File: src/design/cbls_pkg.sv
// Shared types, constants and helpers for the comment blanker and line splicer.
package cbls_pkg;

   // Whitespace held after a backslash
   localparam int SPACE_DEPTH = 16;
   localparam int CNT_W       = $clog2(SPACE_DEPTH + 1);
   localparam int IDX_W       = (SPACE_DEPTH > 1) ? $clog2(SPACE_DEPTH) : 1;
   localparam int STEP_W      = $clog2(SPACE_DEPTH + 2);

   // Command queue between front and back
   localparam int QUEUE_DEPTH = 4;
   localparam int QPTR_W      = (QUEUE_DEPTH > 1) ? $clog2(QUEUE_DEPTH) : 1;
   localparam int QCNT_W      = $clog2(QUEUE_DEPTH + 1);

   // Most results one command of the emit kind carries
   localparam int MAX_EMIT    = 3;

   // Character codes
   localparam logic [7:0] CH_SLASH  = 8'h2F;
   localparam logic [7:0] CH_STAR   = 8'h2A;
   localparam logic [7:0] CH_BSLASH = 8'h5C;
   localparam logic [7:0] CH_NL     = 8'h0A;
   localparam logic [7:0] CH_SPACE  = 8'h20;
   localparam logic [7:0] CH_TAB    = 8'h09;
   localparam logic [7:0] CH_VT     = 8'h0B;
   localparam logic [7:0] CH_FF     = 8'h0C;
   localparam logic [7:0] CH_CR     = 8'h0D;

   typedef enum logic [1:0] {
      OUT_CHAR   = 2'd0,
      OUT_MARK   = 2'd1,
      OUT_EOF    = 2'd2,
      OUT_NOTICE = 2'd3
   } out_kind_type;

   typedef enum logic [1:0] {
      ST_OK         = 2'd0,
      ST_OPEN_CMT   = 2'd1,
      ST_BSLASH_END = 2'd2,
      ST_WS_OVF     = 2'd3
   } status_type;

   typedef enum logic [1:0] {
      CMD_EMIT  = 2'd0,
      CMD_STORE = 2'd1,
      CMD_FLUSH = 2'd2
   } cmd_op_type;

   typedef struct packed {
      out_kind_type kind;
      logic [7:0]   ch;
      status_type   status;
   } result_type;

   // One command per accepted transaction that produces work
   typedef struct packed {
      cmd_op_type              op;
      logic [1:0]              n;      // result count for emit
      result_type [MAX_EMIT-1:0] res;  // emit results in order
      logic [CNT_W-1:0]        count;  // flush: buffered whitespace
      logic [IDX_W-1:0]        idx;    // store: buffer slot
      logic [7:0]              ch;     // store byte or flush final char
   } cmd_type;

   function automatic result_type mk_char(input logic [7:0] c);
      result_type r;
      r.kind   = OUT_CHAR;
      r.ch     = c;
      r.status = ST_OK;
      return r;
   endfunction

   function automatic result_type mk_ctrl(input out_kind_type k, input status_type s);
      result_type r;
      r.kind   = k;
      r.ch     = 8'd0;
      r.status = s;
      return r;
   endfunction

   // Append one result to an emit command
   function automatic cmd_type add_res(input cmd_type c, input result_type r);
      cmd_type o;
      o = c;
      case (c.n)
         2'd0: begin
            o.res[0] = r;
         end
         2'd1: begin
            o.res[1] = r;
         end
         default: begin
            o.res[2] = r;
         end
      endcase
      o.n = c.n + 2'd1;
      return o;
   endfunction

   function automatic logic is_blank(input logic [7:0] c);
      return (c == CH_SPACE) || (c == CH_TAB) || (c == CH_VT) ||
             (c == CH_FF) || (c == CH_CR);
   endfunction

endpackage

File: src/design/comment_blanker_line_splicer.sv
// Top level of the comment blanker and line splicer.
// Input channel req_*: one transaction per source character (req_tuser = 0,
// byte in req_tdata) or end of file (req_tuser = 1). Result channel rsp_*:
// characters, line markers, end of file and notices; rsp_tlast marks the
// last result produced by one input transaction. Some inputs produce none.
// A front end classifies each character combinationally and queues at most one
// command (up to four are held); a back end turns commands into results through a
// registered output stage.
// Throughput: one input per cycle while each yields at most one result and
// rsp_tready stays high; an input with several results holds the back end until
// all are out. A backslash run that is not a splice yields the backslash, the
// buffered whitespace read from the buffer memory one byte a cycle while
// rsp_tready is high, and the final character; each buffered byte also takes a
// store command in the back end.
// Reset clears the lexical state, the queue and the output stage. When the
// receiver holds rsp_tready low the result stays put, the queue fills and
// req_tready drops once four commands are waiting.
module comment_blanker_line_splicer (
   input  logic        clock,
   input  logic        reset,
   input  logic        req_tvalid,
   output logic        req_tready,
   input  logic [7:0]  req_tdata,   // [7:0] ch
   input  logic        req_tuser,   // [0] kind
   output logic        rsp_tvalid,
   input  logic        rsp_tready,
   output logic [15:0] rsp_tdata,   // [7:0] out_char, [9:8] status, [15:10] zero
   output logic [1:0]  rsp_tuser,   // [1:0] out_kind
   output logic        rsp_tlast    // last_of_run
);
   import cbls_pkg::*;

   logic       cmd_valid, queue_full, head_valid, pop;
   cmd_type    cmd, head;
   result_type res;

   cbls_front u_front (
      .clock      (clock),
      .reset      (reset),
      .in_valid   (req_tvalid),
      .in_ready   (req_tready),
      .in_kind    (req_tuser),
      .in_ch      (req_tdata),
      .cmd_valid  (cmd_valid),
      .cmd        (cmd),
      .queue_full (queue_full)
   );

   cbls_fifo u_fifo (
      .clock      (clock),
      .reset      (reset),
      .push       (cmd_valid),
      .push_data  (cmd),
      .full       (queue_full),
      .head_valid (head_valid),
      .head       (head),
      .pop        (pop)
   );

   cbls_back u_back (
      .clock      (clock),
      .reset      (reset),
      .head_valid (head_valid),
      .head       (head),
      .pop        (pop),
      .out_valid  (rsp_tvalid),
      .out_ready  (rsp_tready),
      .out_res    (res),
      .out_last   (rsp_tlast)
   );

   // Pack the result fields
   assign rsp_tdata = {6'd0, res.status, res.ch};
   assign rsp_tuser = res.kind;

endmodule

File: src/design/cbls_front.sv
// Front end: accepts characters, tracks lexical state and issues back-end commands.
module cbls_front (
   input  logic              clock,
   input  logic              reset,
   input  logic              in_valid,
   output logic              in_ready,
   input  logic              in_kind,
   input  logic [7:0]        in_ch,
   output logic              cmd_valid,
   output cbls_pkg::cmd_type cmd,
   input  logic              queue_full
);
   import cbls_pkg::*;

   typedef enum logic [1:0] {
      MODE_NORMAL    = 2'd0,
      MODE_SLASH     = 2'd1,
      MODE_COMMENT   = 2'd2,
      MODE_BACKSLASH = 2'd3
   } mode_type;

   mode_type         mode_ff, mode_in;
   logic             star_ff, star_in;
   logic             splice_ff, splice_in;
   logic [CNT_W-1:0] space_count_ff, space_count_in;

   logic    accepted;
   logic    push;
   logic    do_plain;
   cmd_type c;

   assign in_ready = !queue_full;
   assign accepted = in_valid && !queue_full;

   // Classify the character and build the command
   always_comb begin
      mode_in        = mode_ff;
      star_in        = star_ff;
      splice_in      = splice_ff;
      space_count_in = space_count_ff;
      push           = 1'b0;
      do_plain       = 1'b0;
      c              = '0;
      c.op           = CMD_EMIT;

      if (in_kind) begin
         case (mode_ff)
            MODE_SLASH: begin
               c = add_res(c, mk_char(CH_SLASH));
            end
            MODE_COMMENT: begin
               c = add_res(c, mk_ctrl(OUT_NOTICE, ST_OPEN_CMT));
            end
            MODE_BACKSLASH: begin
               c = add_res(c, mk_ctrl(OUT_NOTICE, ST_BSLASH_END));
            end
            default: begin
            end
         endcase
         c              = add_res(c, mk_ctrl(OUT_EOF, ST_OK));
         mode_in        = MODE_NORMAL;
         star_in        = 1'b0;
         splice_in      = 1'b0;
         space_count_in = '0;
      end else begin
         case (mode_ff)
            MODE_NORMAL: begin
               do_plain = 1'b1;
            end
            MODE_SLASH: begin
               if (in_ch == CH_STAR) begin
                  c       = add_res(c, mk_char(CH_SPACE));
                  c       = add_res(c, mk_char(CH_SPACE));
                  mode_in = MODE_COMMENT;
                  star_in = 1'b0;
               end else begin
                  c        = add_res(c, mk_char(CH_SLASH));
                  mode_in  = MODE_NORMAL;
                  do_plain = 1'b1;
               end
            end
            MODE_COMMENT: begin
               if (star_ff && in_ch == CH_SLASH) begin
                  c       = add_res(c, mk_char(CH_SPACE));
                  mode_in = MODE_NORMAL;
                  star_in = 1'b0;
               end else begin
                  c       = add_res(c, mk_char((in_ch == CH_NL) ? CH_NL : CH_SPACE));
                  star_in = (in_ch == CH_STAR);
               end
            end
            default: begin
               // After a backslash: buffer blanks (notice when full), splice on newline, else flush
               if (is_blank(in_ch)) begin
                  if (space_count_ff < CNT_W'(SPACE_DEPTH)) begin
                     c.op           = CMD_STORE;
                     c.idx          = space_count_ff[IDX_W-1:0];
                     c.ch           = in_ch;
                     push           = 1'b1;
                     space_count_in = space_count_ff + CNT_W'(1);
                  end else begin
                     c = add_res(c, mk_ctrl(OUT_NOTICE, ST_WS_OVF));
                  end
               end else if (in_ch == CH_NL) begin
                  splice_in      = 1'b1;
                  space_count_in = '0;
                  mode_in        = MODE_NORMAL;
               end else begin
                  c.op           = CMD_FLUSH;
                  c.count        = space_count_ff;
                  c.ch           = in_ch;
                  push           = 1'b1;
                  space_count_in = '0;
                  mode_in        = MODE_NORMAL;
               end
            end
         endcase

         // Plain character outside comments
         if (do_plain) begin
            if (in_ch == CH_SLASH) begin
               mode_in = MODE_SLASH;
            end else if (in_ch == CH_BSLASH) begin
               mode_in        = MODE_BACKSLASH;
               space_count_in = '0;
            end else begin
               c = add_res(c, mk_char(in_ch));
               if (in_ch == CH_NL && splice_ff) begin
                  c         = add_res(c, mk_ctrl(OUT_MARK, ST_OK));
                  splice_in = 1'b0;
               end
            end
         end
      end

      if (c.op == CMD_EMIT) begin
         push = (c.n != 2'd0);
      end
   end

   assign cmd_valid = accepted && push;
   assign cmd       = c;

   // Hold lexical state
   always_ff @(posedge clock) begin
      if (reset) begin
         mode_ff        <= MODE_NORMAL;
         star_ff        <= 1'b0;
         splice_ff      <= 1'b0;
         space_count_ff <= '0;
      end else if (accepted) begin
         mode_ff        <= mode_in;
         star_ff        <= star_in;
         splice_ff      <= splice_in;
         space_count_ff <= space_count_in;
      end
   end

   a_count_bound: assert property (@(posedge clock) disable iff (reset)
      space_count_ff <= CNT_W'(SPACE_DEPTH))
      else $error("whitespace count past buffer depth");

   a_star_in_comment: assert property (@(posedge clock) disable iff (reset)
      star_ff |-> (mode_ff == MODE_COMMENT))
      else $error("star flag set outside a comment");

endmodule

File: src/design/cbls_fifo.sv
// Short command queue decoupling the front end from the back end.
module cbls_fifo (
   input  logic              clock,
   input  logic              reset,
   input  logic              push,
   input  cbls_pkg::cmd_type push_data,
   output logic              full,
   output logic              head_valid,
   output cbls_pkg::cmd_type head,
   input  logic              pop
);
   import cbls_pkg::*;

   cmd_type           entry_ff [QUEUE_DEPTH];
   logic [QPTR_W-1:0] wr_ptr_ff, wr_ptr_in;
   logic [QPTR_W-1:0] rd_ptr_ff, rd_ptr_in;
   logic [QCNT_W-1:0] count_ff, count_in;
   logic              do_push, do_pop;

   assign full       = (count_ff == QCNT_W'(QUEUE_DEPTH));
   assign head_valid = (count_ff != '0);
   assign head       = entry_ff[rd_ptr_ff];
   assign do_push    = push && !full;
   assign do_pop     = pop && head_valid;

   // Advance pointers with wrap
   always_comb begin
      wr_ptr_in = wr_ptr_ff;
      rd_ptr_in = rd_ptr_ff;
      count_in  = count_ff;
      if (do_push) begin
         wr_ptr_in = (wr_ptr_ff == QPTR_W'(QUEUE_DEPTH - 1)) ? '0 : wr_ptr_ff + QPTR_W'(1);
      end
      if (do_pop) begin
         rd_ptr_in = (rd_ptr_ff == QPTR_W'(QUEUE_DEPTH - 1)) ? '0 : rd_ptr_ff + QPTR_W'(1);
      end
      case ({do_push, do_pop})
         2'b10: begin
            count_in = count_ff + QCNT_W'(1);
         end
         2'b01: begin
            count_in = count_ff - QCNT_W'(1);
         end
         default: begin
         end
      endcase
   end

   always_ff @(posedge clock) begin
      if (reset) begin
         wr_ptr_ff <= '0;
         rd_ptr_ff <= '0;
         count_ff  <= '0;
      end else begin
         wr_ptr_ff <= wr_ptr_in;
         rd_ptr_ff <= rd_ptr_in;
         count_ff  <= count_in;
      end
   end

   // Store the command
   always_ff @(posedge clock) begin
      if (do_push) begin
         entry_ff[wr_ptr_ff] <= push_data;
      end
   end

   a_count_bound: assert property (@(posedge clock) disable iff (reset)
      count_ff <= QCNT_W'(QUEUE_DEPTH))
      else $error("queue count past depth");

endmodule

File: src/design/cbls_back.sv
// Back end: runs queued commands, owns the whitespace buffer and the result register.
module cbls_back (
   input  logic                 clock,
   input  logic                 reset,
   input  logic                 head_valid,
   input  cbls_pkg::cmd_type    head,
   output logic                 pop,
   output logic                 out_valid,
   input  logic                 out_ready,
   output cbls_pkg::result_type out_res,
   output logic                 out_last
);
   import cbls_pkg::*;

   logic [7:0]        space_mem [SPACE_DEPTH];
   logic [7:0]        rd_data_ff;
   logic [STEP_W-1:0] step_ff, step_in;

   result_type rsp_res_ff, res_in;
   logic       rsp_valid_ff;
   logic       rsp_last_ff, last_in;

   logic             can_load, load, rd_en, wr_en;
   logic [STEP_W-1:0] count_ext;

   assign can_load  = !rsp_valid_ff || out_ready;
   assign count_ext = STEP_W'(head.count);

   // Sequence results for the head command
   always_comb begin
      pop     = 1'b0;
      load    = 1'b0;
      rd_en   = 1'b0;
      wr_en   = 1'b0;
      res_in  = '0;
      last_in = 1'b0;
      step_in = step_ff;
      if (head_valid) begin
         case (head.op)
            CMD_STORE: begin
               wr_en = 1'b1;
               pop   = 1'b1;
            end
            CMD_EMIT: begin
               if (can_load) begin
                  load = 1'b1;
                  case (step_ff[1:0])
                     2'd0: begin
                        res_in = head.res[0];
                     end
                     2'd1: begin
                        res_in = head.res[1];
                     end
                     default: begin
                        res_in = head.res[2];
                     end
                  endcase
                  last_in = (step_ff == STEP_W'(head.n - 2'd1));
                  if (last_in) begin
                     pop     = 1'b1;
                     step_in = '0;
                  end else begin
                     step_in = step_ff + STEP_W'(1);
                  end
               end
            end
            CMD_FLUSH: begin
               // Backslash, buffered blanks, then the closing character
               if (can_load) begin
                  load  = 1'b1;
                  rd_en = (step_ff < STEP_W'(SPACE_DEPTH));
                  if (step_ff == '0) begin
                     res_in  = mk_char(CH_BSLASH);
                     step_in = step_ff + STEP_W'(1);
                  end else if (step_ff <= count_ext) begin
                     res_in  = mk_char(rd_data_ff);
                     step_in = step_ff + STEP_W'(1);
                  end else begin
                     res_in  = mk_char(head.ch);
                     last_in = 1'b1;
                     pop     = 1'b1;
                     step_in = '0;
                  end
               end
            end
            default: begin
               pop = 1'b1;
            end
         endcase
      end
   end

   // Whitespace buffer, registered read one step ahead
   always_ff @(posedge clock) begin
      if (wr_en) begin
         space_mem[head.idx] <= head.ch;
      end
      if (rd_en) begin
         rd_data_ff <= space_mem[step_ff[IDX_W-1:0]];
      end
   end

   // Hold the step counter and the result register
   always_ff @(posedge clock) begin
      if (reset) begin
         step_ff      <= '0;
         rsp_valid_ff <= 1'b0;
      end else begin
         step_ff <= step_in;
         if (load) begin
            rsp_valid_ff <= 1'b1;
         end else if (out_ready) begin
            rsp_valid_ff <= 1'b0;
         end
      end
   end

   always_ff @(posedge clock) begin
      if (load) begin
         rsp_res_ff  <= res_in;
         rsp_last_ff <= last_in;
      end
   end

   assign out_valid = rsp_valid_ff;
   assign out_res   = rsp_res_ff;
   assign out_last  = rsp_last_ff;

   a_step_needs_head: assert property (@(posedge clock) disable iff (reset)
      (step_ff != '0) |-> head_valid)
      else $error("step counter busy with no command");

   a_emit_step_range: assert property (@(posedge clock) disable iff (reset)
      (head_valid && head.op == CMD_EMIT) |-> (step_ff < STEP_W'(head.n)))
      else $error("emit step past result count");

endmodule
File: config.mk
export PLATFORM = sky130hd
export DESIGN_NAME = comment_blanker_line_splicer
export DESIGN_NICKNAME = d
export VERILOG_FILES = /design/src/design/cbls_pkg.sv /design/src/design/comment_blanker_line_splicer.sv /design/src/design/cbls_front.sv /design/src/design/cbls_fifo.sv /design/src/design/cbls_back.sv
export SDC_FILE = /design/constraint.sdc
export NUM_CORES = 1
export LEC_CHECK = 0
export BUFFER_PORTS_ARGS = -buffer_cell sky130_fd_sc_hd__buf_2
export CORE_AREA = 8 8 210 212
export DETAILED_ROUTE_END_ITERATION = 8
export DIE_AREA = 0 0 218 220
export SETUP_SLACK_MARGIN = 0.3
export SLEW_MARGIN = 10
export SYNTH_ARGS = -nofsm -noshare
export SYNTH_HDL_FRONTEND = slang
export SYNTH_HIERARCHICAL = 1
export SYNTH_SLANG_ARGS = --single-unit
File: constraint.sdc
create_clock -name clock -period 6 [get_ports clock]
set_input_delay 0 -clock clock [delete_from_list [all_inputs] [get_ports clock]]
set_output_delay 0 -clock clock [all_outputs]
set_load 0.1 [all_outputs]
## Word-level counts from Yosys, hierarchy flattened

Memories as Yosys holds them, arrays and structs flattened. A register that Yosys moved wholly into a read port is not among the register bits.
Cells that the tools add are included.

- Word-level logic and storage cells: 197
- RAM bits: 356
- Output and inout port bits: 21
- Input bits: 13
- Register bits: 35
- Memories kept: 2

Memory list:

| memory | words | width | rd ports | clocked after Yosys merged registers in | write ports | RTL line | source |
|---|---|---|---|---|---|---|---|
| u_fifo.entry_ff | 4 | 57 | 1 | 1 | 1 | cbls_fifo.sv:14 | `cmd_type entry_ff [QUEUE_DEPTH];` |
| u_back.space_mem | 16 | 8 | 1 | 1 | 1 | cbls_back.sv:15 | `logic [7:0] space_mem [SPACE_DEPTH];` |

- Reduce and logical (&&, ||, !) cells: 34
- Magnitude comparators: 3
- Add/sub/neg operators: 10
- Multiplexer cells: 108
- Equal/unequal tests: 27

Operators with widths:

| cell | number |
|---|---|
| 2-to-1 mux 55 bit | 5 |
| 2-to-1 mux 57 bit | 3 |
| case mux 57 bit (3 select lines) | 1 |
| case mux 54 bit (3 select lines) | 1 |
| 2-to-1 mux 12 bit | 13 |
| 2-to-1 mux 5 bit | 14 |
| case mux 12 bit (2 select lines) | 2 |
| 2-to-1 mux 42 bit | 1 |
| 2-to-1 mux 1 bit | 41 |
| == test 8 x 4 -> 1 bit, second input constant | 5 |
| 2-to-1 mux 37 bit | 1 |
| 2-to-1 mux 27 bit | 1 |
| 2-to-1 mux 2 bit | 13 |
| == test 8 x 6 -> 1 bit, second input constant | 3 |
| 2-to-1 mux 8 bit | 2 |
| == test 2 x 1 -> 1 bit, second input constant | 7 |
| zero test 2 bit | 7 |
| == test 2 bit, second input constant | 6 |
| adder 2 x 1 -> 2 bit, second input constant | 5 |
| adder 5 x 1 -> 5 bit, second input constant | 2 |
| < comparator 5 bit, second input constant | 2 |
| 2-to-1 mux 10 bit | 1 |
| case mux 5 bit (2 select lines) | 1 |
| == test 8 x 7 -> 1 bit, second input constant | 1 |
| 23 further kinds | 44 |

## Depth between registers and ports, before layout

Gate-level depths: netlist of the first run.

- Depth after elaboration: 23
- Gate-level depth with buffers: 19
- Gate-level depth less buffers: 16

## By module

Netlist of the first run, hierarchy kept.

By module, submodules not included:

| module | times used | area each (µm²) | cells an instance | seq. area each (µm²) |
|---|---|---|---|---|
| cbls_fifo | 1 | 8712.1 | 351 | 7026.7 |
| cbls_back | 1 | 6558.8 | 369 | 4594.4 |
| cbls_front | 1 | 1529.0 | 235 | 180.2 |
| comment_blanker_line_splicer | 1 | 48.8 | 7 | 0.0 |

## Worst setup path after synthesis of the first run

OpenSTA, ideal clock, no wires.

- Path type: flip-flop to flip-flop
- Start point: register with a tool-made name
- End point: register u_fifo.count_ff[2]
- Path slack: 2206 ps
- Stages on the path, launching flop included: 20
- Library setup time: 70 ps
- Clock period less this slack: 3794 ps
- Required time: 5930 ps
- Path buffers: 3
- Data arrival time: 3724 ps
- Cell sequence: dfxtp_1 -> buf_4 -> buf_6 -> mux4_2 -> inv_1 -> ha_1 -> nand3_1 -> o22ai_1 -> a21oi_1 -> buf_2 -> a21oi_1 -> o22ai_1 -> o31ai_1 -> inv_1 -> ha_1 -> inv_1 -> fa_1 -> xor2_1 -> or3_2 -> a21oi_1

RTL lines:

| item | RTL line | source |
|---|---|---|
| end signal, assigned | cbls_fifo.sv:57 | `count_ff <= count_in;` |
| end, declared | cbls_fifo.sv:17 | `logic [QCNT_W-1:0] count_ff, count_in;` |

## Worst setup path after layout of the first run

- Start point: register u_front.mode_ff[0]
- End point: register u_fifo.count_ff[2]

- Longest elaborated chain between the ends: 16
- Elaborated cells between the ends (all ways): 30
- Those cells by class: add/sub: 3; eq/ne: 5; mux: 15; reduce/logical: 7

RTL lines:

| item | RTL line | source |
|---|---|---|
| start, declared | cbls_front.sv:22 | `mode_type mode_ff, mode_in;` |
| start signal, assigned | cbls_front.sv:152 | `mode_ff <= mode_in;` |
| == test 2 bit, or another cell as far along | cbls_front.sv:47, cbls_front.sv:66 |  |
| case mux 57 bit (3 select lines) | cbls_front.sv:66 | `case (mode_ff)` |
| 2-to-1 mux 57 bit | cbls_front.sv:46 | `if (in_kind) begin` |
| adder 2 x 1 -> 2 bit (2 in series) | cbls_pkg.sv:96 | `o.n = c.n + 2'd1;` |
| 2-to-1 mux 55 bit | cbls_front.sv:128 | `if (in_ch == CH_NL && splice_ff) begin` |
| 2-to-1 mux 55 bit | cbls_front.sv:123 | `end else if (in_ch == CH_BSLASH) begin` |
| 2-to-1 mux 55 bit | cbls_front.sv:121 | `if (in_ch == CH_SLASH) begin` |
| 2-to-1 mux 55 bit | cbls_front.sv:120 | `if (do_plain) begin` |
| 2-to-1 mux 57 bit | cbls_front.sv:46 |  |
| nonzero test 2 bit | cbls_front.sv:137 | `push = (c.n != 2'd0);` |
| 2-to-1 mux 1 bit (*) | cbls_front.sv:136 | `if (c.op == CMD_EMIT) begin` |
| logical AND 1 bit (*) | cbls_front.sv:141 | `assign cmd_valid = accepted && push;` |
| named net cmd_valid | comment_blanker_line_splicer.sv:33 | `logic cmd_valid, queue_full, head_valid, pop;` |
| logical AND 1 bit (*) | cbls_fifo.sv:23 | `assign do_push = push && !full;` |
| == test 2 x 1 -> 1 bit / == test 2 bit (equally long branches) | cbls_fifo.sv:37 | `case ({do_push, do_pop})` |
| case mux 3 bit (2 select lines) / nonzero test 2 bit (equally long branches) | - |  |

Mark *: on every way through the listed nets, which the timed path passes. The rest lies on a longest branch. The select of a mux whose other input is x is not followed.
A chain may end at the register's enable or synchronous reset.

==> flow_metrics.env, run 1 <==
export IMPL_status="complete, no violations"
export IMPL_std_cell_rows=74
export IMPL_routed_wirelength_mm=36.61
export IMPL_crit_type="flop to flop"
export IMPL_global_route_overflow_total=0
export IMPL_tritoncts_num_buffers=41
export IMPL_final_cells=1567
export IMPL_fillers=3480
export IMPL_period_minus_slack_ns=4.180
export IMPL_finalHoldWorstSlack_ns=0.02063
export IMPL_max_cap_viol_count=0
export IMPL_timing_worst_slew_pin_value_ns=1.121
export IMPL_cp_data_arrival_time_ns=4.63
export IMPL_dr_total_vias=8754
export IMPL_drt_vias_per_instance=5.586
export IMPL_die_y_um=220
export IMPL_ctsLongestPathBuffers=3
export IMPL_grt_first_pass_wirelength_mm=55.39
export IMPL_synth_enable_flop_cells=377
export IMPL_detail_route_iter0_violations=934
export IMPL_detail_route_antenna_nets=0
export IMPL_synth_mux_area_share_pct=13.50
export IMPL_synth_simple_gate_area_share_pct=7.010
export IMPL_pre_cts_slack_ns=1.795
export IMPL_maxSlewHeadroom_pct=24.64
export IMPL_syn_area_per_cell_um2=17.51
export IMPL_grt_setup_unrepaired="false"
export IMPL_regToRegSetupSlack_ns=1.82
export IMPL_clk_latency_worst_skew_pair_ns=0.53
export IMPL_finalWeightedCongestion=0.8586
export IMPL_ctsResizeCount=0
export IMPL_max_freq_mhz=239.2
export IMPL_peakVddDrop_mv=0.2732
export IMPL_min_period_over_period_pct=69.67
export IMPL_die_w_um=218
export IMPL_post_synth_instance_area_um2=16850
export IMPL_synthXorXnorAreaFrac_pct=0.3119
export IMPL_root_buffer="sky130_fd_sc_hd__clkbuf_16"
export IMPL_dominant_combinational_cell_family_by_area_after_synthesis="multiplexers"
export IMPL_yosysUniqueCellTypes=68
export IMPL_tritoncts="done"
export IMPL_fin_tns_setup_ns=0
export IMPL_async_reset_ff_share_pct=0
export IMPL_initial_utilization_pct=41.55
export IMPL_track_usage_pct=15.33
export IMPL_floorplan_die_area_um2=47960
export IMPL_htree_levels=2
export IMPL_clkTransAtPathRegs_ns=0.06
export IMPL_groute_layer_met2_usage_pct=24.05
export IMPL_power_per_cell_area_nw_per_um2=416.3
export IMPL_coreArea_um2=40550
export IMPL_number_of_nets_in_the_layout=1043
export IMPL_compound_cell_area_share_of_the_yosys_netlist_pct=4.797
export IMPL_post_cts_hold_buffer_count=5
export IMPL_tritonroute_pass_1_iters=5
export IMPL_final_common_cell="sky130_fd_sc_hd__edfxtp_1"
export IMPL_final_layout_size_suffix_gt1_share_pct=21.26
export IMPL_post_place_cells=1493
export IMPL_grtUsageMet1_pct=22.32
export IMPL_clock_skew_ns=0.01830
export IMPL_startpoint_types="flop"
export IMPL_cts_post_setup_buffers_inserted=0
export IMPL_max_fo_critical_path=18
export IMPL_required_ns=6.45
export IMPL_worstHoldPathType="input port to flop"
export IMPL_first_global_vias=8850
export IMPL_grt_use_met3_pct=2.523
export IMPL_clock_sinks=401
export IMPL_synth_top_cell_by_area="sky130_fd_sc_hd__edfxtp_1"
export IMPL_synth_yosys_warnings=6
export IMPL_place_port_buffers=27
export IMPL_synth_top_cell_area_share_pct=67.19
export IMPL_pin_count_of_the_biggest_net_entering_global_routing=58
export IMPL_report_final_setup_viol=0
export IMPL_routed_wire_length_per_instance_um=23.37
export IMPL_most_common_layout_cells="sky130_fd_sc_hd__edfxtp_1 (377), sky130_fd_sc_hd__mux4_2 (97), sky130_fd_sc_hd__nor2_1 (60)"
export IMPL_n_antenna_cell=0
export IMPL_antenna_violations_before_repair=0
export IMPL_remaining_drc_errors=0
export IMPL_end_kind="flop"
export IMPL_drv_slew=0
export IMPL_synthToLayoutAreaGrowth_pct=11.24
export IMPL_design_portCount=34
export IMPL_syn_instance_count=962
export IMPL_ys_top_cells_by_area="sky130_fd_sc_hd__edfxtp_1 (67%), sky130_fd_sc_hd__mux4_2 (13%), sky130_fd_sc_hd__dfxtp_1 (2.9%), sky130_fd_sc_hd__ha_1 (1.5%), sky130_fd_sc_hd__nor2_1 (1.3%)"
export IMPL_gr_max_usage_layer="met2"
export IMPL_leakage_nw=5.975
export IMPL_ffs_latches_synth=401
export IMPL_hold_viol_final=0
export IMPL_synth_sequential_area_ratio_pct=70.04
export IMPL_detailed_place_hpwl_mm=23.76
export IMPL_postLayoutSetupSlackWorst_ns=1.820
export IMPL_ys_flop_type="sky130_fd_sc_hd__edfxtp_1"
export IMPL_synth_adder_area_share_pct=1.604
## area by class of cell
type,count,area (um2),area share (%)
Sequential cell,401,11810,63.00
Multi-Input combinational cell,485,4644,24.78
Clock buffer,59,1114,5.941
Tap cell,532,665.6,3.551
Timing Repair Buffer,50,320.3,1.709
Inverter,30,112.6,0.6008
Clock inverter,10,78.83,0.4206
## cells in the mapped netlist (5+ instances only)
cell,n
sky130_fd_sc_hd__xor2_1,6
sky130_fd_sc_hd__mux2i_1,9
sky130_fd_sc_hd__and2_1,15
sky130_fd_sc_hd__nor3_1,22
sky130_fd_sc_hd__nand4_1,7
sky130_fd_sc_hd__nor4_1,5
sky130_fd_sc_hd__nand3_1,15
sky130_fd_sc_hd__o21ai_0,18
sky130_fd_sc_hd__clkbuf_1,18
sky130_fd_sc_hd__nand2b_1,11
sky130_fd_sc_hd__o22ai_1,7
sky130_fd_sc_hd__buf_6,10
sky130_fd_sc_hd__nor2b_1,7
sky130_fd_sc_hd__mux4_2,97
sky130_fd_sc_hd__a21oi_1,40
sky130_fd_sc_hd__inv_1,29
sky130_fd_sc_hd__a22oi_1,10
sky130_fd_sc_hd__buf_4,12
sky130_fd_sc_hd__ha_1,20
sky130_fd_sc_hd__nor3b_1,6
sky130_fd_sc_hd__nand2_1,42
sky130_fd_sc_hd__buf_2,11
sky130_fd_sc_hd__dfxtp_1,24
sky130_fd_sc_hd__nor2_1,60
sky130_fd_sc_hd__a21o_1,5
sky130_fd_sc_hd__edfxtp_1,377
## power breakdown
part	leakage, nW	switching, mW	internal, mW	total (mW)
registers	3.66	0.126	3.48	3.60
clock network	0.578	0.978	1.33	2.30
logic	1.74	1.27	0.624	1.89
total	5.97	2.37	5.43	7.80
## worst max-delay path, stage by stage (launching register included)
cell	delay, ns
sky130_fd_sc_hd__dfxtp_1	0.68
sky130_fd_sc_hd__nor2b_1	0.37
sky130_fd_sc_hd__o31ai_4	0.14
sky130_fd_sc_hd__o211ai_4	0.14
sky130_fd_sc_hd__ha_1	0.31
sky130_fd_sc_hd__nor2_1	0.18
sky130_fd_sc_hd__a211o_1	0.19
sky130_fd_sc_hd__a41oi_2	0.27
sky130_fd_sc_hd__and2_4	0.25
sky130_fd_sc_hd__inv_1	0.14
sky130_fd_sc_hd__ha_1	0.21
sky130_fd_sc_hd__inv_1	0.07
sky130_fd_sc_hd__fa_1	0.43
sky130_fd_sc_hd__xor2_1	0.16
sky130_fd_sc_hd__or3_2	0.40
sky130_fd_sc_hd__a21oi_1	0.15
## path summary, 6_finish.rpt
path	startpoint	end	cells past startpoint
worst min-delay path	req_tdata[4]	u_fifo/entry_ff[0][47]$_DFFE_PP_	2
worst max register to register	u_front/mode_ff[0]$_SDFFE_PP0P_	u_fifo/count_ff[2]$_SDFFE_PP0P_	15
worst min register to register	u_fifo/rd_ptr_ff[0]$_SDFFE_PP0P_	flop	2
worst max-delay path	u_front/mode_ff[0]$_SDFFE_PP0P_	u_fifo/count_ff[2]$_SDFFE_PP0P_	15
## flip-flops by register name, summed over array words and instances (netlist names), 2 cells and up, named ones only
signal,flops
u_front/space_count_ff,5
u_fifo/wr_ptr_ff,2
u_fifo/entry_ff,228
u_back/rd_data_ff,8
u_back/out_res,12
u_front/mode_ff,2
u_back/step_ff,5
u_fifo/rd_ptr_ff,2
u_fifo/count_ff,3
u_back/space_mem,128
## per-stage QoR
step	total power, mW	area, um2	util [%]
6_report	7.802	18740	46.22
4_1_cts	7.880	18740	46.22
2_1_floorplan	5.057	16880	-
5_1_grt	8.121	18740	46.22
3_5_place_dp	5.583	17500	43.15
3_3_place_gp	5.564	17500	43.15
## layer usage
| layer | wire, um | vias to the layer above |
|---|---|---|
| met5 | 0 | - |
| met4 | 568 | 0 |
| met3 | 2119 | 49 |
| met2 | 16900 | 257 |
| met1 | 17030 | 4533 |
| li1 | - | 3915 |
## logic make-up after synthesis
family | after synthesis
fa+ha+maj | 21
compound gates | 120
other cells | 2
mux | 106
simple gates | 221
buf+inv | 85
flops | 401
xor+xnor | 6
Note: power is estimated with default switching activity, not from simulation.
==> run 2, diff against run 1 <==
==> constraint.sdc (replaced) <==
create_clock -name clock -period 4.13 [get_ports clock]
set_input_delay 0 -clock clock [delete_from_list [all_inputs] [get_ports clock]]
set_output_delay 0 -clock clock [all_outputs]
set_load 0.1 [all_outputs]
==> run 2 against run 1 <==
  * Worst setup slack got worse by 1.4 ns
  * Count of clock-buffer cells in the layout is 10 lower
  * Register-to-register slack got worse by 1.4 ns
  * Via count grew 1.8%
  * Die area unchanged
  * Flip-flop and latch count is the same
  * Combinational power rose by 52%
  * Maximum frequency up 14%
  * Sequential share of layout area down 1.2 points
  * Critical path depth increased by 1
  * Routed wire length is 2.0% lower
  * Cell area grew 2.0%
==> flow_metrics.env, run 2 (synthesis gave the netlist of run 1 again) <==
export IMPL_required_ns=4.60
export IMPL_final_common_cell="sky130_fd_sc_hd__edfxtp_1"
export IMPL_synthToLayoutAreaGrowth_pct=13.43
export IMPL_fin_tns_setup_ns=0
export IMPL_status="complete, no violations"
export IMPL_cp_data_arrival_time_ns=4.14
export IMPL_die_y_um=220
export IMPL_clock_skew_ns=0.02637
export IMPL_detail_route_antenna_nets=0
export IMPL_p_switching_mw=3.476
export IMPL_detail_route_iter0_violations=750
export IMPL_largest_reg_by_ff_count="u_fifo/entry_ff"
export IMPL_cp_slowest_cell="sky130_fd_sc_hd__mux4_2"
export IMPL_die_w_um=218
export IMPL_power_per_cell_area_nw_per_um2=598.1
export IMPL_period_minus_slack_ns=3.674
export IMPL_global_route_overflow_total=0
export IMPL_largest_register_ffs=228
export IMPL_antenna_violations_before_repair=0
export IMPL_grt_setup_unrepaired="false"
export IMPL_dr_total_vias=8913
export IMPL_max_fo_critical_path=6
export IMPL_htree_levels=2
export IMPL_drt_vias_per_instance=5.564
export IMPL_most_common_layout_cells="sky130_fd_sc_hd__edfxtp_1 (377), sky130_fd_sc_hd__mux4_2 (97), sky130_fd_sc_hd__nor2_1 (59)"
export IMPL_routed_wirelength_mm=35.90
export IMPL_max_freq_mhz=272.2
export IMPL_critical_path_max_stage_delay_ns=0.48
export IMPL_tritoncts_num_buffers=41
export IMPL_pre_cts_slack_ns=0.3463
export IMPL_share_seq_of_total_power_pct=45.2
export IMPL_postLayoutSetupSlackWorst_ns=0.4565
export IMPL_clkTransAtPathRegs_ns=0.06
export IMPL_end_kind="flop"
export IMPL_drv_slew=0
export IMPL_tritoncts="done"
export IMPL_worstHoldPathType="input port to flop"
export IMPL_power_report_internal_total_mw=7.955
export IMPL_coreArea_um2=40550
export IMPL_remaining_drc_errors=0
export IMPL_pin_count_of_the_biggest_net_entering_global_routing=58
export IMPL_grt_first_pass_wirelength_mm=54.72
export IMPL_hold_viol_final=0
export IMPL_cp_common_cell="sky130_fd_sc_hd__inv_1"
export IMPL_track_usage_pct=14.96
export IMPL_timing_worst_slew_pin_value_ns=0.9600
export IMPL_cell_breakdown_of_the_critical_path="clkbuf_4 -> buf_4 -> mux4_2 -> inv_1 -> ha_1 -> xor2_1 -> o211ai_1 -> o22ai_1 -> o31ai_2 -> inv_1 -> ha_1 -> inv_1 -> fa_1 -> xor2_1 -> or3_2 -> a21oi_1"
export IMPL_number_of_nets_in_the_layout=1074
export IMPL_p_comb_share_pct=25.2
export IMPL_root_buffer="sky130_fd_sc_hd__clkbuf_16"
export IMPL_clk_latency_worst_skew_pair_ns=0.55
export IMPL_max_cap_viol_count=0
export IMPL_n_antenna_cell=0
export IMPL_std_cell_rows=74
export IMPL_detailed_place_hpwl_mm=23.07
export IMPL_final_layout_size_suffix_gt1_share_pct=23.55
export IMPL_power_mw=11.43
export IMPL_startpoint_types="flop"
export IMPL_first_global_vias=8722
export IMPL_initial_utilization_pct=41.55
export IMPL_leakage_nw=6.168
export IMPL_floorplan_die_area_um2=47960
export IMPL_peakVddDrop_mv=0.3423
export IMPL_finalWeightedCongestion=0.8714
export IMPL_report_final_setup_viol=0
export IMPL_crit_type="flop to flop"
export IMPL_p_clk_share_pct=29.6
export IMPL_tritonroute_pass_1_iters=5
export IMPL_routed_wire_length_per_instance_um=22.41
export IMPL_ctsLongestPathBuffers=3
export IMPL_maxSlewHeadroom_pct=35.77
export IMPL_design_portCount=34
export IMPL_power_share_switching_pct=30.41
export IMPL_min_period_over_period_pct=88.95
export IMPL_place_port_buffers=27
export IMPL_clock_sinks=401
==> run 2: power by group through the flow <==
stage	combinational [mW]	sequential (mW)	clock, mW
after floorplan	1.72	5.63	0
after global placement	2.82	5.26	0
after detailed placement	2.84	5.28	0
after CTS	2.85	5.19	3.47
after global routing	3.10	5.21	3.61
final	2.88	5.17	3.38
==> run 2: worst paths after layout <==
kind / endpoint / start / slack (ns) / depth (start not counted)
max: u_fifo/count_ff[2]$_SDFFE_PP0P_ / flop / 0.46 / 16
min: u_fifo/entry_ff[0][34]$_DFFE_PP_ / req_tdata[3] / 0.05 / 2
max reg2reg: u_fifo/count_ff[2]$_SDFFE_PP0P_ / flop / 0.46 / 16
min reg2reg: flop / u_fifo/rd_ptr_ff[0]$_SDFFE_PP0P_ / 0.49 / 2
==> run 2: timing repair <==
item                       CTS  global route
resized for setup            0            12
setup endpoints to repair    0             1
hold endpoints to repair    28             0
setup buffers                0             9
hold buffers                10             0
==> run 2: worst max-delay path, delay by kind of cell, from the launching register on <==
kind                       cells  cell delay (ns)
adders and majority gates      3             0.82
AOI/OAI and AO/OA              4             0.66
buffers and inverters          5             0.55
muxes                          1             0.48
DFF                            1             0.40
and+or+nand+nor                1             0.40
xor gates and xnor gates       2             0.30
==> run 2: area by class of cell <==
class | count | area [um2]
timing repair buffer | 81 | 615.6
tap | 532 | 665.6
clock buffer | 49 | 1056
multi-input combinational | 485 | 4686
sequential | 401 | 11810
clock inverter | 24 | 166.4
fill | 3442 | 21440
inverter | 30 | 112.6
==> run 2: through the flow <==
step / std cells / utilization [%] / instance area (um2) / hold WS [ns]
6_report: 1602 / 47.12 / 19110 / 0.04830
5_1_grt: 1602 / 47.12 / 19110 / 0.05618
4_1_cts: 1593 / 46.78 / 18970 / 0.007236
3_5_place_dp: 1510 / 43.52 / 17650 / 0.4116
3_3_place_gp: 1510 / 43.52 / 17650 / 0.4115
2_1_floorplan: 971 / - / 16880 / 0.06907
==> run 2: per-layer routing <==
metal	share of wire (%)	vias up	GRT usage (%)
met1	45	4598	21.46
met4	2.3	0	4.299
li1	-	3999	-
met2	46	264	23.36
met3	5.9	52	2.496
met5	0	-	0
==> run 3, diff against run 2 <==
--- a/config.mk
+++ b/config.mk
@@ -6,9 +6,9 @@
 export NUM_CORES = 1
 export LEC_CHECK = 0
 export BUFFER_PORTS_ARGS = -buffer_cell sky130_fd_sc_hd__buf_2
-export CORE_AREA = 8 8 210 212
+export CORE_AREA = 8 8 268 167
 export DETAILED_ROUTE_END_ITERATION = 8
-export DIE_AREA = 0 0 218 220
+export DIE_AREA = 0 0 276 175
 export SETUP_SLACK_MARGIN = 0.3
 export SLEW_MARGIN = 10
 export SYNTH_ARGS = -nofsm -noshare
==> run 3 against run 2 <==
  * Routed wire length rose by 7.8%
  * Cell count rose by 0.62%
  * Maximum frequency rose by 1.4%
  * Sequential share of layout area fell by 0.27 points
  * Non-clock buffer count rose by 6
  * Global-route usage rose by 0.85 points
  * Critical path type unchanged
  * Flip-flop and latch count did not move
  * Register-to-register slack improved by 0.05 ns
  * Core utilization fell by 0.22 points
  * Hold slack got worse by 0.019 ns
  * Cell area rose by 0.45%
==> flow_metrics.env, run 3 (synthesis gave the netlist of run 1 again) <==
export IMPL_n_antenna_cell=0
export IMPL_largest_reg_by_ff_count="u_fifo/entry_ff"
export IMPL_cp_slowest_cell="sky130_fd_sc_hd__mux4_2"
export IMPL_max_cap_viol_count=0
export IMPL_final_layout_size_suffix_gt1_share_pct=24.91
export IMPL_first_global_vias=8855
export IMPL_pre_cts_slack_ns=0.2705
export IMPL_p_clk_share_pct=30.0
export IMPL_tritoncts="done"
export IMPL_share_seq_of_total_power_pct=44.3
export IMPL_cp_common_cell="sky130_fd_sc_hd__inv_1"
export IMPL_grt_setup_unrepaired="false"
export IMPL_p_comb_share_pct=25.7
export IMPL_fin_tns_setup_ns=0
export IMPL_tritoncts_num_buffers=38
export IMPL_min_period_over_period_pct=87.75
export IMPL_design_portCount=34
export IMPL_max_fo_critical_path=6
export IMPL_remaining_drc_errors=0
export IMPL_max_freq_mhz=275.9
export IMPL_power_per_cell_area_nw_per_um2=608.9
export IMPL_std_cell_rows=58
export IMPL_end_kind="flop"
export IMPL_grt_first_pass_wirelength_mm=57.90
export IMPL_power_share_switching_pct=30.63
export IMPL_track_usage_pct=15.82
export IMPL_routed_wire_length_per_instance_um=24.00
export IMPL_ctsLongestPathBuffers=3
export IMPL_power_report_internal_total_mw=8.110
export IMPL_routed_wirelength_mm=38.69
export IMPL_clock_sinks=401
export IMPL_p_switching_mw=3.580
export IMPL_detail_route_iter0_violations=1082
export IMPL_critical_path_max_stage_delay_ns=0.59
export IMPL_startpoint_types="flop"
export IMPL_clkTransAtPathRegs_ns=0.06
export IMPL_synthToLayoutAreaGrowth_pct=13.94
export IMPL_largest_register_ffs=228
export IMPL_coreArea_um2=40930
export IMPL_required_ns=4.59
export IMPL_peakVddDrop_mv=0.2677
export IMPL_floorplan_die_area_um2=48300
export IMPL_tritonroute_pass_1_iters=5
export IMPL_report_final_setup_viol=0
export IMPL_hold_viol_final=0
export IMPL_detail_route_antenna_nets=0
export IMPL_postLayoutSetupSlackWorst_ns=0.5058
export IMPL_finalWeightedCongestion=0.8600
export IMPL_most_common_layout_cells="sky130_fd_sc_hd__edfxtp_1 (377), sky130_fd_sc_hd__mux4_2 (97), sky130_fd_sc_hd__nor2_1 (59)"
export IMPL_initial_utilization_pct=41.17
export IMPL_clock_skew_ns=0.02807
export IMPL_number_of_nets_in_the_layout=1077
export IMPL_drt_vias_per_instance=5.612
export IMPL_worstHoldPathType="input port to flop"
export IMPL_htree_levels=2
export IMPL_timing_worst_slew_pin_value_ns=0.9563
export IMPL_cp_data_arrival_time_ns=4.08
export IMPL_root_buffer="sky130_fd_sc_hd__clkbuf_16"
export IMPL_cell_breakdown_of_the_critical_path="buf_4 -> mux4_2 -> nor2b_1 -> nand3b_1 -> o22ai_2 -> o31ai_4 -> inv_1 -> ha_2 -> inv_1 -> fa_1 -> xor2_1 -> or3_2 -> a21oi_1"
export IMPL_antenna_violations_before_repair=0
export IMPL_maxSlewHeadroom_pct=36.01
export IMPL_global_route_overflow_total=0
export IMPL_status="complete, no violations"
export IMPL_clk_latency_worst_skew_pair_ns=0.55
export IMPL_place_port_buffers=27
export IMPL_die_y_um=175
export IMPL_period_minus_slack_ns=3.624
export IMPL_pin_count_of_the_biggest_net_entering_global_routing=58
export IMPL_drv_slew=0
export IMPL_die_w_um=276
export IMPL_crit_type="flop to flop"
export IMPL_detailed_place_hpwl_mm=26.24
export IMPL_final_common_cell="sky130_fd_sc_hd__edfxtp_1"
export IMPL_leakage_nw=6.211
export IMPL_dr_total_vias=9046
## run 3: cell count changes in the layout (fill, tap and decap cells not counted), sizes merged
| cell | previous run | this run |
|---|---|---|
| buf | 70 | 82 |
| bufinv | 1 | 5 |
| clkbuf | 50 | 46 |
| clkinv | 19 | 14 |
| inv | 33 | 32 |
| dlygate4sd3 | 10 | 5 |
| clkinvlp | 1 | 2 |
## run 3: per-stage QoR
stage          cells  util, %  hold WS, ns  power (mW)  cell area (um2)
2_1_floorplan    971        -      0.06907       7.347            16880
3_3_place_gp    1531    43.48       0.4339       8.176            17790
3_5_place_dp    1531    43.48       0.4340       8.210            17790
4_1_cts         1610    46.72   0.00006178       11.75            19120
5_1_grt         1612    46.90      0.02474       12.16            19200
6_report        1612    46.90      0.02913       11.69            19200
## run 3: area by class of cell
| type | count | area [um2] |
|---|---|---|
| fill | 3491 | 21730 |
| sequential | 401 | 11810 |
| multi-input combinational | 485 | 4666 |
| clock buffer | 46 | 980.9 |
| timing repair buffer | 87 | 693.2 |
| tap | 540 | 675.6 |
| clock inverter | 23 | 257.7 |
| inverter | 30 | 112.6 |
## run 3: power by group through the flow
stage	clock, mW	sequential [mW]	combinational [mW]
after global routing	3.73	5.21	3.22
after CTS	3.59	5.19	2.97
after floorplan	0	5.63	1.72
after global placement	0	5.28	2.90
final	3.51	5.18	3.00
after detailed placement	0	5.29	2.92
## run 3: worst paths after layout
kind | start | end | slack [ns] | depth (start not counted)
max | flop | u_fifo/count_ff[2]$_SDFFE_PP0P_ | 0.51 | 13
min | req_tvalid | u_front/splice_ff$_SDFFE_PP0P_ | 0.03 | 3
max reg2reg | flop | u_fifo/count_ff[2]$_SDFFE_PP0P_ | 0.51 | 13
min reg2reg | u_fifo/rd_ptr_ff[0]$_SDFFE_PP0P_ | flop | 0.50 | 2
## run 3: timing repair
action,CTS,global route
hold buffers,5,0
endpoints found under the hold margin,18,0
endpoints found under the setup margin,1,1
buffers inserted,5,2
pin swaps,0,2
resized for setup,0,13
## run 3: worst max-delay path: cells and delay by family, from the launching register on
| family | cells | cell delay [ns] |
|---|---|---|
| AO/OA/AOI/OAI | 3 | 0.52 |
| XOR/XNOR | 1 | 0.16 |
| buffers and inverters | 3 | 0.35 |
| flip-flops | 1 | 0.41 |
| AND/OR/NAND/NOR | 3 | 0.90 |
| adder cells (fa/ha/maj) | 2 | 0.61 |
| multiplexers | 1 | 0.59 |
## run 3: layer usage
layer | track usage [%] | up-vias | wire (um)
met4 | 3.000 | 0 | 487
met5 | 0 | - | 0
met1 | 25.70 | 4673 | 19510
met3 | 3.290 | 43 | 3026
met2 | 21.43 | 335 | 15670
li1 | - | 3995 | -
